<file path="src/hmd_pkg.sv">
// Shared types and constants of the hinge mode detector.
// Holds the mode codes, configuration register indexes and the configuration struct.
// No dependencies; every other file of the block imports it.
`default_nettype none

package hmd_pkg;

    localparam int ANGLE_W  = 13;
    localparam int ORIENT_W = 3;
    localparam int MODE_W   = 3;
    localparam int LIMIT_W  = 12;
    localparam int HYST_W   = 10;
    localparam int COUNT_W  = 4;
    localparam int CIDX_W   = 3;
    localparam int CDATA_W  = 12;
    localparam int CALC_W   = 15;

    localparam logic [MODE_W-1:0] MODE_CLOSING = 3'd0;
    localparam logic [MODE_W-1:0] MODE_LAPTOP  = 3'd1;
    localparam logic [MODE_W-1:0] MODE_FLAT    = 3'd2;
    localparam logic [MODE_W-1:0] MODE_TENT    = 3'd3;
    localparam logic [MODE_W-1:0] MODE_TABLET  = 3'd4;

    localparam logic [CIDX_W-1:0] CFG_CLOSING_LIMIT     = 3'd0;
    localparam logic [CIDX_W-1:0] CFG_LAPTOP_LIMIT      = 3'd1;
    localparam logic [CIDX_W-1:0] CFG_FLAT_LIMIT        = 3'd2;
    localparam logic [CIDX_W-1:0] CFG_TENT_LIMIT        = 3'd3;
    localparam logic [CIDX_W-1:0] CFG_HYSTERESIS_BAND   = 3'd4;
    localparam logic [CIDX_W-1:0] CFG_STABILITY_SAMPLES = 3'd5;
    localparam logic [CIDX_W-1:0] CFG_FREEZE_LENGTH     = 3'd6;

    localparam logic [LIMIT_W-1:0] RST_CLOSING_LIMIT     = 12'd450;
    localparam logic [LIMIT_W-1:0] RST_LAPTOP_LIMIT      = 12'd1450;
    localparam logic [LIMIT_W-1:0] RST_FLAT_LIMIT        = 12'd2250;
    localparam logic [LIMIT_W-1:0] RST_TENT_LIMIT        = 12'd3300;
    localparam logic [HYST_W-1:0]  RST_HYSTERESIS_BAND   = 10'd150;
    localparam logic [COUNT_W-1:0] RST_STABILITY_SAMPLES = 4'd4;
    localparam logic [COUNT_W-1:0] RST_FREEZE_LENGTH     = 4'd6;

    localparam logic signed [ANGLE_W-1:0] MIRROR_BELOW = 13'sd900;
    localparam logic signed [CALC_W-1:0]  FULL_TURN    = 15'sd3600;
    localparam logic [COUNT_W-1:0]        COUNT_MAX    = 4'd15;

    typedef struct packed {
        logic [LIMIT_W-1:0] closing_limit;
        logic [LIMIT_W-1:0] laptop_limit;
        logic [LIMIT_W-1:0] flat_limit;
        logic [LIMIT_W-1:0] tent_limit;
        logic [HYST_W-1:0]  hysteresis_band;
        logic [COUNT_W-1:0] stability_samples;
        logic [COUNT_W-1:0] freeze_length;
    } cfg_t;

    typedef struct packed {
        logic [MODE_W-1:0] device_mode;
        logic              tablet_like;
        logic              frozen;
    } result_t;

endpackage

`default_nettype wire

</file>
<file path="src/hinge_mode_detector.sv">
// Top level of the hinge mode detector.
// Input register, mode tracker and output register; depends on hmd_pkg, hmd_cfg, hmd_tracker.
`default_nettype none

// The block takes one hinge-angle sample per request and returns one mode result per
// sample, in order. It sustains one sample per clock cycle while the output is not
// stalled by m_tready: a sample passes through the input register and then the output
// register, and the only loop is the update of the mode state. Configuration writes are
// always taken and must be issued while no sample is in flight.
module hinge_mode_detector (
    input  wire                         clk,
    input  wire                         rst_n,
    input  wire                         cfg_valid,
    output logic                        cfg_ready,
    input  wire  [hmd_pkg::CIDX_W-1:0]  cfg_index,
    input  wire  [hmd_pkg::CDATA_W-1:0] cfg_data,
    input  wire                         s_tvalid,
    output logic                        s_tready,
    input  wire  [15:0]                 s_tdata,   // hinge_angle[12:0], orientation_code[15:13]
    output logic                        m_tvalid,
    input  wire                         m_tready,
    output logic [7:0]                  m_tdata    // device_mode[2:0], tablet_like[3], frozen[4]
);
    import hmd_pkg::*;

    cfg_t    cfg;
    result_t result;

    logic                       in_valid_reg,  in_valid_next;
    logic signed [ANGLE_W-1:0]  in_angle_reg,  in_angle_next;
    logic [ORIENT_W-1:0]        in_orient_reg, in_orient_next;
    logic                       out_valid_reg, out_valid_next;
    result_t                    out_data_reg,  out_data_next;
    logic                       advance;
    logic                       step;

    hmd_cfg u_cfg (
        .clk       (clk),
        .rst_n     (rst_n),
        .cfg_valid (cfg_valid),
        .cfg_ready (cfg_ready),
        .cfg_index (cfg_index),
        .cfg_data  (cfg_data),
        .cfg       (cfg)
    );

    hmd_tracker u_tracker (
        .clk    (clk),
        .rst_n  (rst_n),
        .step   (step),
        .angle  (in_angle_reg),
        .orient (in_orient_reg),
        .cfg    (cfg),
        .result (result)
    );

    always_comb
    begin
        advance  = !out_valid_reg || m_tready;
        step     = in_valid_reg && advance;
        s_tready = !in_valid_reg || advance;

        in_valid_next  = in_valid_reg;
        in_angle_next  = in_angle_reg;
        in_orient_next = in_orient_reg;
        if (s_tready)
        begin
            in_valid_next = s_tvalid;
            if (s_tvalid)
            begin
                in_angle_next  = $signed(s_tdata[ANGLE_W-1:0]);
                in_orient_next = s_tdata[ANGLE_W+ORIENT_W-1:ANGLE_W];
            end
        end

        out_valid_next = out_valid_reg;
        out_data_next  = out_data_reg;
        if (advance)
            out_valid_next = in_valid_reg;
        if (step)
            out_data_next = result;

        m_tvalid = out_valid_reg;
        m_tdata  = {3'b000, out_data_reg.frozen, out_data_reg.tablet_like,
                    out_data_reg.device_mode};
    end

    always_ff @(posedge clk or negedge rst_n)
    begin
        if (!rst_n)
        begin
            in_valid_reg  <= 1'b0;
            out_valid_reg <= 1'b0;
        end
        else
        begin
            in_valid_reg  <= in_valid_next;
            out_valid_reg <= out_valid_next;
        end
    end

    always_ff @(posedge clk)
    begin
        in_angle_reg  <= in_angle_next;
        in_orient_reg <= in_orient_next;
        out_data_reg  <= out_data_next;
    end

endmodule

`default_nettype wire

</file>
<file path="src/hmd_cfg.sv">
// Configuration register file of the hinge mode detector.
// Takes register writes from the configuration channel; depends on hmd_pkg.
`default_nettype none

module hmd_cfg (
    input  wire                         clk,
    input  wire                         rst_n,
    input  wire                         cfg_valid,
    output logic                        cfg_ready,
    input  wire  [hmd_pkg::CIDX_W-1:0]  cfg_index,
    input  wire  [hmd_pkg::CDATA_W-1:0] cfg_data,
    output hmd_pkg::cfg_t               cfg
);
    import hmd_pkg::*;

    cfg_t cfg_reg;
    cfg_t cfg_next;

    assign cfg_ready = 1'b1;
    assign cfg       = cfg_reg;

    always_comb
    begin
        cfg_next = cfg_reg;
        if (cfg_valid)
        begin
            case (cfg_index)
                CFG_CLOSING_LIMIT:     cfg_next.closing_limit     = cfg_data[LIMIT_W-1:0];
                CFG_LAPTOP_LIMIT:      cfg_next.laptop_limit      = cfg_data[LIMIT_W-1:0];
                CFG_FLAT_LIMIT:        cfg_next.flat_limit        = cfg_data[LIMIT_W-1:0];
                CFG_TENT_LIMIT:        cfg_next.tent_limit        = cfg_data[LIMIT_W-1:0];
                CFG_HYSTERESIS_BAND:   cfg_next.hysteresis_band   = cfg_data[HYST_W-1:0];
                CFG_STABILITY_SAMPLES: cfg_next.stability_samples = cfg_data[COUNT_W-1:0];
                CFG_FREEZE_LENGTH:     cfg_next.freeze_length     = cfg_data[COUNT_W-1:0];
                default:               cfg_next = cfg_reg;
            endcase
        end
    end

    always_ff @(posedge clk or negedge rst_n)
    begin
        if (!rst_n)
        begin
            cfg_reg.closing_limit     <= RST_CLOSING_LIMIT;
            cfg_reg.laptop_limit      <= RST_LAPTOP_LIMIT;
            cfg_reg.flat_limit        <= RST_FLAT_LIMIT;
            cfg_reg.tent_limit        <= RST_TENT_LIMIT;
            cfg_reg.hysteresis_band   <= RST_HYSTERESIS_BAND;
            cfg_reg.stability_samples <= RST_STABILITY_SAMPLES;
            cfg_reg.freeze_length     <= RST_FREEZE_LENGTH;
        end
        else
        begin
            cfg_reg <= cfg_next;
        end
    end

endmodule

`default_nettype wire

</file>
<file path="src/hmd_propose.sv">
// Threshold comparator that proposes a mode from one angle and the current stable mode.
// Pure combinational logic; depends on hmd_pkg.
`default_nettype none

module hmd_propose (
    input  wire signed [hmd_pkg::ANGLE_W-1:0] angle,
    input  wire        [hmd_pkg::MODE_W-1:0]  cur_mode,
    input  hmd_pkg::cfg_t                     cfg,
    output logic       [hmd_pkg::MODE_W-1:0]  proposed
);
    import hmd_pkg::*;

    logic signed [CALC_W-1:0] a_ext;
    logic signed [CALC_W-1:0] a;
    logic signed [CALC_W-1:0] c;
    logic signed [CALC_W-1:0] l;
    logic signed [CALC_W-1:0] f;
    logic signed [CALC_W-1:0] t;
    logic signed [CALC_W-1:0] h;

    always_comb
    begin
        a_ext = CALC_W'(angle);
        c = $signed({3'b000, cfg.closing_limit});
        l = $signed({3'b000, cfg.laptop_limit});
        f = $signed({3'b000, cfg.flat_limit});
        t = $signed({3'b000, cfg.tent_limit});
        h = $signed({5'b00000, cfg.hysteresis_band});

        // Below 90 degrees in tablet mode the hinge has wrapped past a full turn.
        if (cur_mode == MODE_TABLET && angle < MIRROR_BELOW)
            a = FULL_TURN - a_ext;
        else
            a = a_ext;

        if (angle < 0)
        begin
            proposed = MODE_LAPTOP;
        end
        else
        begin
            case (cur_mode)
                MODE_CLOSING:
                begin
                    proposed = (a >= c + h) ? MODE_LAPTOP : MODE_CLOSING;
                end
                MODE_LAPTOP:
                begin
                    if (a < c)
                        proposed = MODE_CLOSING;
                    else if (a >= l + h)
                        proposed = MODE_FLAT;
                    else
                        proposed = MODE_LAPTOP;
                end
                MODE_FLAT:
                begin
                    if (a < c)
                        proposed = MODE_CLOSING;
                    else if (a < l - h)
                        proposed = MODE_LAPTOP;
                    else if (a >= f + h)
                        proposed = MODE_TENT;
                    else
                        proposed = MODE_FLAT;
                end
                MODE_TENT:
                begin
                    if (a < c)
                        proposed = MODE_CLOSING;
                    else if (a < f - h)
                        proposed = MODE_FLAT;
                    else if (a >= t + h)
                        proposed = MODE_TABLET;
                    else
                        proposed = MODE_TENT;
                end
                default:
                begin
                    proposed = (a < t - h) ? MODE_TENT : MODE_TABLET;
                end
            endcase
        end
    end

endmodule

`default_nettype wire

</file>
<file path="src/hmd_tracker.sv">
// Mode state of the hinge mode detector: orientation freeze, candidate and stable mode.
// Updates its state on each processed sample; depends on hmd_pkg and hmd_propose.
`default_nettype none

module hmd_tracker (
    input  wire                                clk,
    input  wire                                rst_n,
    input  wire                                step,
    input  wire signed [hmd_pkg::ANGLE_W-1:0]  angle,
    input  wire        [hmd_pkg::ORIENT_W-1:0] orient,
    input  hmd_pkg::cfg_t                      cfg,
    output hmd_pkg::result_t                   result
);
    import hmd_pkg::*;

    logic [MODE_W-1:0]   stable_mode_reg,     stable_mode_next;
    logic                orient_seen_reg,     orient_seen_next;
    logic [ORIENT_W-1:0] last_orient_reg,     last_orient_next;
    logic [COUNT_W-1:0]  freeze_left_reg,     freeze_left_next;
    logic                cand_valid_reg,      cand_valid_next;
    logic [MODE_W-1:0]   cand_reg,            cand_next;
    logic [COUNT_W-1:0]  agree_count_reg,     agree_count_next;

    logic [MODE_W-1:0]   proposed;
    logic [MODE_W-1:0]   next_mode;
    logic [COUNT_W-1:0]  freeze_eff;
    logic [COUNT_W-1:0]  agree_inc;
    logic                orient_change;
    logic                neighbor;
    logic                frozen;

    hmd_propose u_propose (
        .angle    (angle),
        .cur_mode (stable_mode_reg),
        .cfg      (cfg),
        .proposed (proposed)
    );

    always_comb
    begin
        orient_change    = orient_seen_reg && (orient != last_orient_reg);
        freeze_eff       = orient_change ? cfg.freeze_length : freeze_left_reg;

        stable_mode_next = stable_mode_reg;
        orient_seen_next = orient_seen_reg;
        last_orient_next = last_orient_reg;
        freeze_left_next = freeze_left_reg;
        cand_valid_next  = cand_valid_reg;
        cand_next        = cand_reg;
        agree_count_next = agree_count_reg;
        frozen           = 1'b0;

        // A tent-to-tablet move in progress keeps counting once the hinge wraps past a full turn.
        if (stable_mode_reg == MODE_TENT && cand_valid_reg && cand_reg == MODE_TABLET &&
            angle < MIRROR_BELOW && agree_count_reg != '0)
            next_mode = MODE_TABLET;
        else
            next_mode = proposed;

        neighbor  = ({1'b0, next_mode} == {1'b0, stable_mode_reg} + 4'd1) ||
                    ({1'b0, next_mode} + 4'd1 == {1'b0, stable_mode_reg});
        agree_inc = (agree_count_reg < COUNT_MAX) ? agree_count_reg + 4'd1 : agree_count_reg;

        if (step)
        begin
            orient_seen_next = 1'b1;
            last_orient_next = orient;
            if (freeze_eff != '0)
            begin
                freeze_left_next = freeze_eff - 4'd1;
                cand_valid_next  = 1'b0;
                cand_next        = MODE_CLOSING;
                agree_count_next = '0;
                frozen           = 1'b1;
            end
            else
            begin
                freeze_left_next = freeze_eff;
                if (next_mode == stable_mode_reg || !neighbor)
                begin
                    cand_valid_next  = 1'b0;
                    cand_next        = MODE_CLOSING;
                    agree_count_next = '0;
                end
                else if (!cand_valid_reg || cand_reg != next_mode)
                begin
                    cand_valid_next  = 1'b1;
                    cand_next        = next_mode;
                    agree_count_next = 4'd1;
                end
                else if (agree_inc >= cfg.stability_samples)
                begin
                    stable_mode_next = next_mode;
                    cand_valid_next  = 1'b0;
                    cand_next        = MODE_CLOSING;
                    agree_count_next = '0;
                end
                else
                begin
                    agree_count_next = agree_inc;
                end
            end
        end

        result.device_mode = stable_mode_next;
        result.tablet_like = (stable_mode_next == MODE_TENT) || (stable_mode_next == MODE_TABLET);
        result.frozen      = frozen;
    end

    always_ff @(posedge clk or negedge rst_n)
    begin
        if (!rst_n)
        begin
            stable_mode_reg <= MODE_LAPTOP;
            orient_seen_reg <= 1'b0;
            last_orient_reg <= '0;
            freeze_left_reg <= '0;
            cand_valid_reg  <= 1'b0;
            cand_reg        <= MODE_CLOSING;
            agree_count_reg <= '0;
        end
        else
        begin
            stable_mode_reg <= stable_mode_next;
            orient_seen_reg <= orient_seen_next;
            last_orient_reg <= last_orient_next;
            freeze_left_reg <= freeze_left_next;
            cand_valid_reg  <= cand_valid_next;
            cand_reg        <= cand_next;
            agree_count_reg <= agree_count_next;
        end
    end

`ifndef SYNTHESIS
    a_idle_holds_mode: assert property (@(posedge clk) disable iff (!rst_n)
        !step |=> $stable(stable_mode_reg))
        else $error("Stable mode changed without a sample.");

    a_frozen_holds_mode: assert property (@(posedge clk) disable iff (!rst_n)
        step && frozen |=> $stable(stable_mode_reg) && !cand_valid_reg)
        else $error("Mode or candidate moved during a freeze.");

    a_neighbor_only: assert property (@(posedge clk) disable iff (!rst_n)
        step && stable_mode_next != stable_mode_reg |-> neighbor && cand_valid_reg)
        else $error("Stable mode jumped to a mode that is not a neighbor.");

    a_no_count_without_candidate: assert property (@(posedge clk) disable iff (!rst_n)
        !cand_valid_reg |-> agree_count_reg == '0)
        else $error("Agreement count is nonzero without a candidate.");
`endif

endmodule

`default_nettype wire

</file>
<file path="config.mk">
export PLATFORM = sky130hd
export DESIGN_NAME = hinge_mode_detector
export DESIGN_NICKNAME = d
export VERILOG_FILES = /design/src/hmd_pkg.sv /design/src/hinge_mode_detector.sv /design/src/hmd_cfg.sv /design/src/hmd_propose.sv /design/src/hmd_tracker.sv
export SDC_FILE = /design/constraint.sdc
export NUM_CORES = 1
export LEC_CHECK = 0
export BUFFER_PORTS_ARGS = -buffer_cell sky130_fd_sc_hd__buf_2
export CORE_ASPECT_RATIO = 0.75
export CORE_MARGIN = 5
export CORE_UTILIZATION = 55
export DETAILED_ROUTE_END_ITERATION = 16
export GPL_ROUTABILITY_DRIVEN = 1
export PLACE_DENSITY = 0.77
export SYNTH_ARGS = -nofsm -noshare
export SYNTH_HDL_FRONTEND = slang
export SYNTH_SLANG_ARGS = --single-unit
export TNS_END_PERCENT = 30
</file>
<file path="constraint.sdc">
create_clock -name clk -period 6.8 [get_ports clk]
set_input_delay 0.34 -clock clk [delete_from_list [all_inputs] [get_ports clk]]
set_output_delay 0.34 -clock clk [all_outputs]
set_load 0.03 [all_outputs]
</file>
==> impl_metrics.env <==
export IMPL_crit_start="u_cfg.cfg[9]"
export IMPL_worstPathRequired_ps=6930
export IMPL_p_leak_nw=5.226
export IMPL_routed_via_density=6.365
export IMPL_slew_violations=0
export IMPL_h_tree_depth=3
export IMPL_hp_start="s_tdata[13]"
export IMPL_crit_slowest_cell="dfstp_2"
export IMPL_finalCritPeriodShare_pct=94.95
export IMPL_grt_max_degree=56
export IMPL_grt_total_usage_pct=27.27
export IMPL_dieArea_mm2=0.02355
export IMPL_crit_family="compound AO/OA/AOI/OAI gates"
export IMPL_area_delta_synth_final_pct=8.268
export IMPL_crit_buf_inv=1
export IMPL_final_util_pct=60.55
export IMPL_power_density_mw_per_mm2=365.5
export IMPL_synth_edf_count=21
export IMPL_diodes=0
export IMPL_worstPathArrival_ps=6590
export IMPL_drv_cap=0
export IMPL_period_minus_slack_ps=6457
export IMPL_clock_sinks=108
export IMPL_netlist_area_mm2=0.01130
export IMPL_max_stage_delay_ps=630
export IMPL_layout_nets=1504
export IMPL_irDropWorstVdd_v=0.0001669
export IMPL_crit_path_end_kind="flop"
export IMPL_final_cell_mix="ha_1, nand2_1, inv_1, nor2_1, o21ai_0"
export IMPL_route_vias_total=10120
export IMPL_grt_pass1_vias=9389
export IMPL_synthFlopType="dfrtp_1"
export IMPL_drtPass1Iterations=7
export IMPL_cts_inserted_buffers=9
export IMPL_run_status="completed"
export IMPL_ys_seq_area_share_pct=25.16
export IMPL_r2r_start="u_cfg.cfg[9]"
export IMPL_cp_depth=21
export IMPL_crit_chain="inv_1 > ha_1 > nor2b_1 > o31a_1 > o21a_1 > o21ai_0 > nand2_1 > xor2_1 > ha_1 > and2_1 > nand3_1 > or3_1 > o31ai_1 > mux2i_1 > o211a_1 > or4_4 > ha_1 > xor2_1 > o32a_1 > nor4_4 > mux2_4"
export IMPL_num_io_pins=47
export IMPL_row_count=45
export IMPL_die_w_um=175.5
export IMPL_netlist_cell_type_count=99
export IMPL_wl_per_cell_um=20.29
export IMPL_syn_area_per_cell_um2=8.791
export IMPL_synth_seq_cells=108
export IMPL_fin_cells=1590
export IMPL_drtAntennaViolNets=0
export IMPL_hold_violations=0
export IMPL_initial_core_util_pct=55.93
export IMPL_nFillCells=1719
export IMPL_tns_ps=0
export IMPL_synth_warnings=0
export IMPL_gp_congestion=0.9822
export IMPL_async_reset_ff_share_pct=80.56
export IMPL_port_buffer_count=42
export IMPL_syn_inst=1286
export IMPL_critPathLaunchType="flop"
export IMPL_clk_latency_ps=380
export IMPL_dp_cells=1572
export IMPL_fin_skew_ps=16.29
export IMPL_core_area_mm2=0.02021
export IMPL_grt_pass1_wl_um=51520
export IMPL_first_iter_violations=1232
export IMPL_critPathMostFrequentCell="ha_1"
export IMPL_clk_pin_slew_ps=90
export IMPL_antenna_found_initial=0
export IMPL_worstSetupPathType="reg2reg"
export IMPL_final_layout_size_suffix_gt1_share_pct=15.32
export IMPL_totalWireLength_um=32260
export IMPL_drc=0
export IMPL_holdPathStages=1
export IMPL_totalPowerFinal_mw=4.473
export IMPL_hold_path_class="in2reg"
export IMPL_rsz0062_at_grt="false"
export IMPL_cts_tree="built"
export IMPL_die_h_um=134.2
export IMPL_cts_root_buffer="clkbuf_16"
export IMPL_r2r_cells=21
export IMPL_hpwlAfterDp_um=25340
export IMPL_relSlewSlack_pct=18.27
export IMPL_crit_fanout=9
export IMPL_clockBufferDepth=2
export IMPL_largest_register_ff_count=66
export IMPL_worst_pin_slew_ps=1221
export IMPL_overflow=0
export IMPL_setup_violations=0
export IMPL_final_common_cell="ha_1"
export IMPL_fmax_mhz=154.9
## cell families after synthesis
group / synth area share (%)
adder cells (fa/ha/maj): 16.81
multiplexers: 6.276
buffers and inverters: 4.914
AND/OR/NAND/NOR: 17.73
AO/OA/AOI/OAI: 21.62
other: 0.06643
XOR/XNOR: 7.427
flip-flops: 25.16
## cell usage after synthesis (6+ instances only)
master	count	area share, %
ha_1	134	15
nand4_1	9	0.50
nand2b_1	30	1.7
mux2i_1	15	1.3
a211oi_1	11	0.73
nor3_1	39	1.7
nor4_1	12	0.66
clkbuf_1	36	1.2
nand3_1	25	1.1
inv_1	84	2.8
xnor2_1	56	4.3
dfrtp_1	58	13
nand2_1	90	3.0
a21oi_1	71	3.1
o2111ai_1	9	0.70
o311a_1	6	0.53
nor2_1	84	2.8
edfxtp_1	21	5.6
fa_1	7	1.2
nand3b_1	7	0.46
xor2_1	31	2.4
or4_1	8	0.53
and3_1	12	0.66
nor2b_1	20	1.1
or2_2	6	0.33
a21o_1	17	1.1
dfstp_2	29	6.7
buf_4	6	0.40
mux2_2	47	4.7
a31oi_1	13	0.72
nor3b_1	9	0.60
o31ai_1	9	0.60
o21ai_0	78	3.5
a32o_1	8	0.71
a221oi_1	13	1.0
o211ai_1	10	0.66
o21a_1	19	1.3
or3_1	14	0.77
a211o_1	8	0.62
## layout make-up
type	count	area [µm²]	share of cell area, %
clock buffers	9	225.2	1.840
clock inverters	7	91.34	0.7463
inverters	85	319.1	2.607
multi-input cells	1044	7944	64.91
flip-flops and latches	108	2844	23.24
well taps	258	322.8	2.638
repair buffers	79	493.0	4.028
## repair_timing
item / 4_1_cts / 5_1_grt
buffers inserted: 0 / 1
hold endpoints to repair: 23 / 0
hold buffers: 1 / 0
setup endpoints to repair: 0 / 14
resized for setup: 0 / 4
## metrics by stage
stage	setup WS, ps	instance area [µm²]	hold WS [ps]
floorplan	779.5	11310	44.41
global placement	304.3	11900	321.9
CTS	111.3	12220	127.0
global route	15.19	12240	126.0
detailed placement	173.5	11900	325.8
finish	343.3	12240	137.7
## where the power goes
group | switching, mW | total (mW) | internal (mW)
Sequential | 0.142 | 0.948 | 0.805
Combinational | 1.71 | 2.96 | 1.25
Clock | 0.300 | 0.566 | 0.266
Total | 2.15 | 4.47 | 2.32
## metal layers
| layer | vias up | global-route usage (%) | routed length (µm) |
|---|---|---|---|
| met5 | - | 0 | 0 |
| met2 | 412 | 40.78 | 13580 |
| met3 | 51 | 3.663 | 2572 |
| li1 | 4818 | - | - |
| met4 | 0 | 6.234 | 653 |
| met1 | 4839 | 41.94 | 15460 |
## worst paths after layout
check | end | slack [ps]
worst max register to register | m_tdata[1] | 340
worst min-delay path | in_orient_reg[0] | 140
worst max-delay path | m_tdata[1] | 340
worst min register to register | u_tracker.orient_seen_reg | 480
max in group asynchronous | u_cfg.cfg[4] | 5210
min in group asynchronous | u_cfg.cfg[16] | 460
Power figures use the tool's default switching activity.
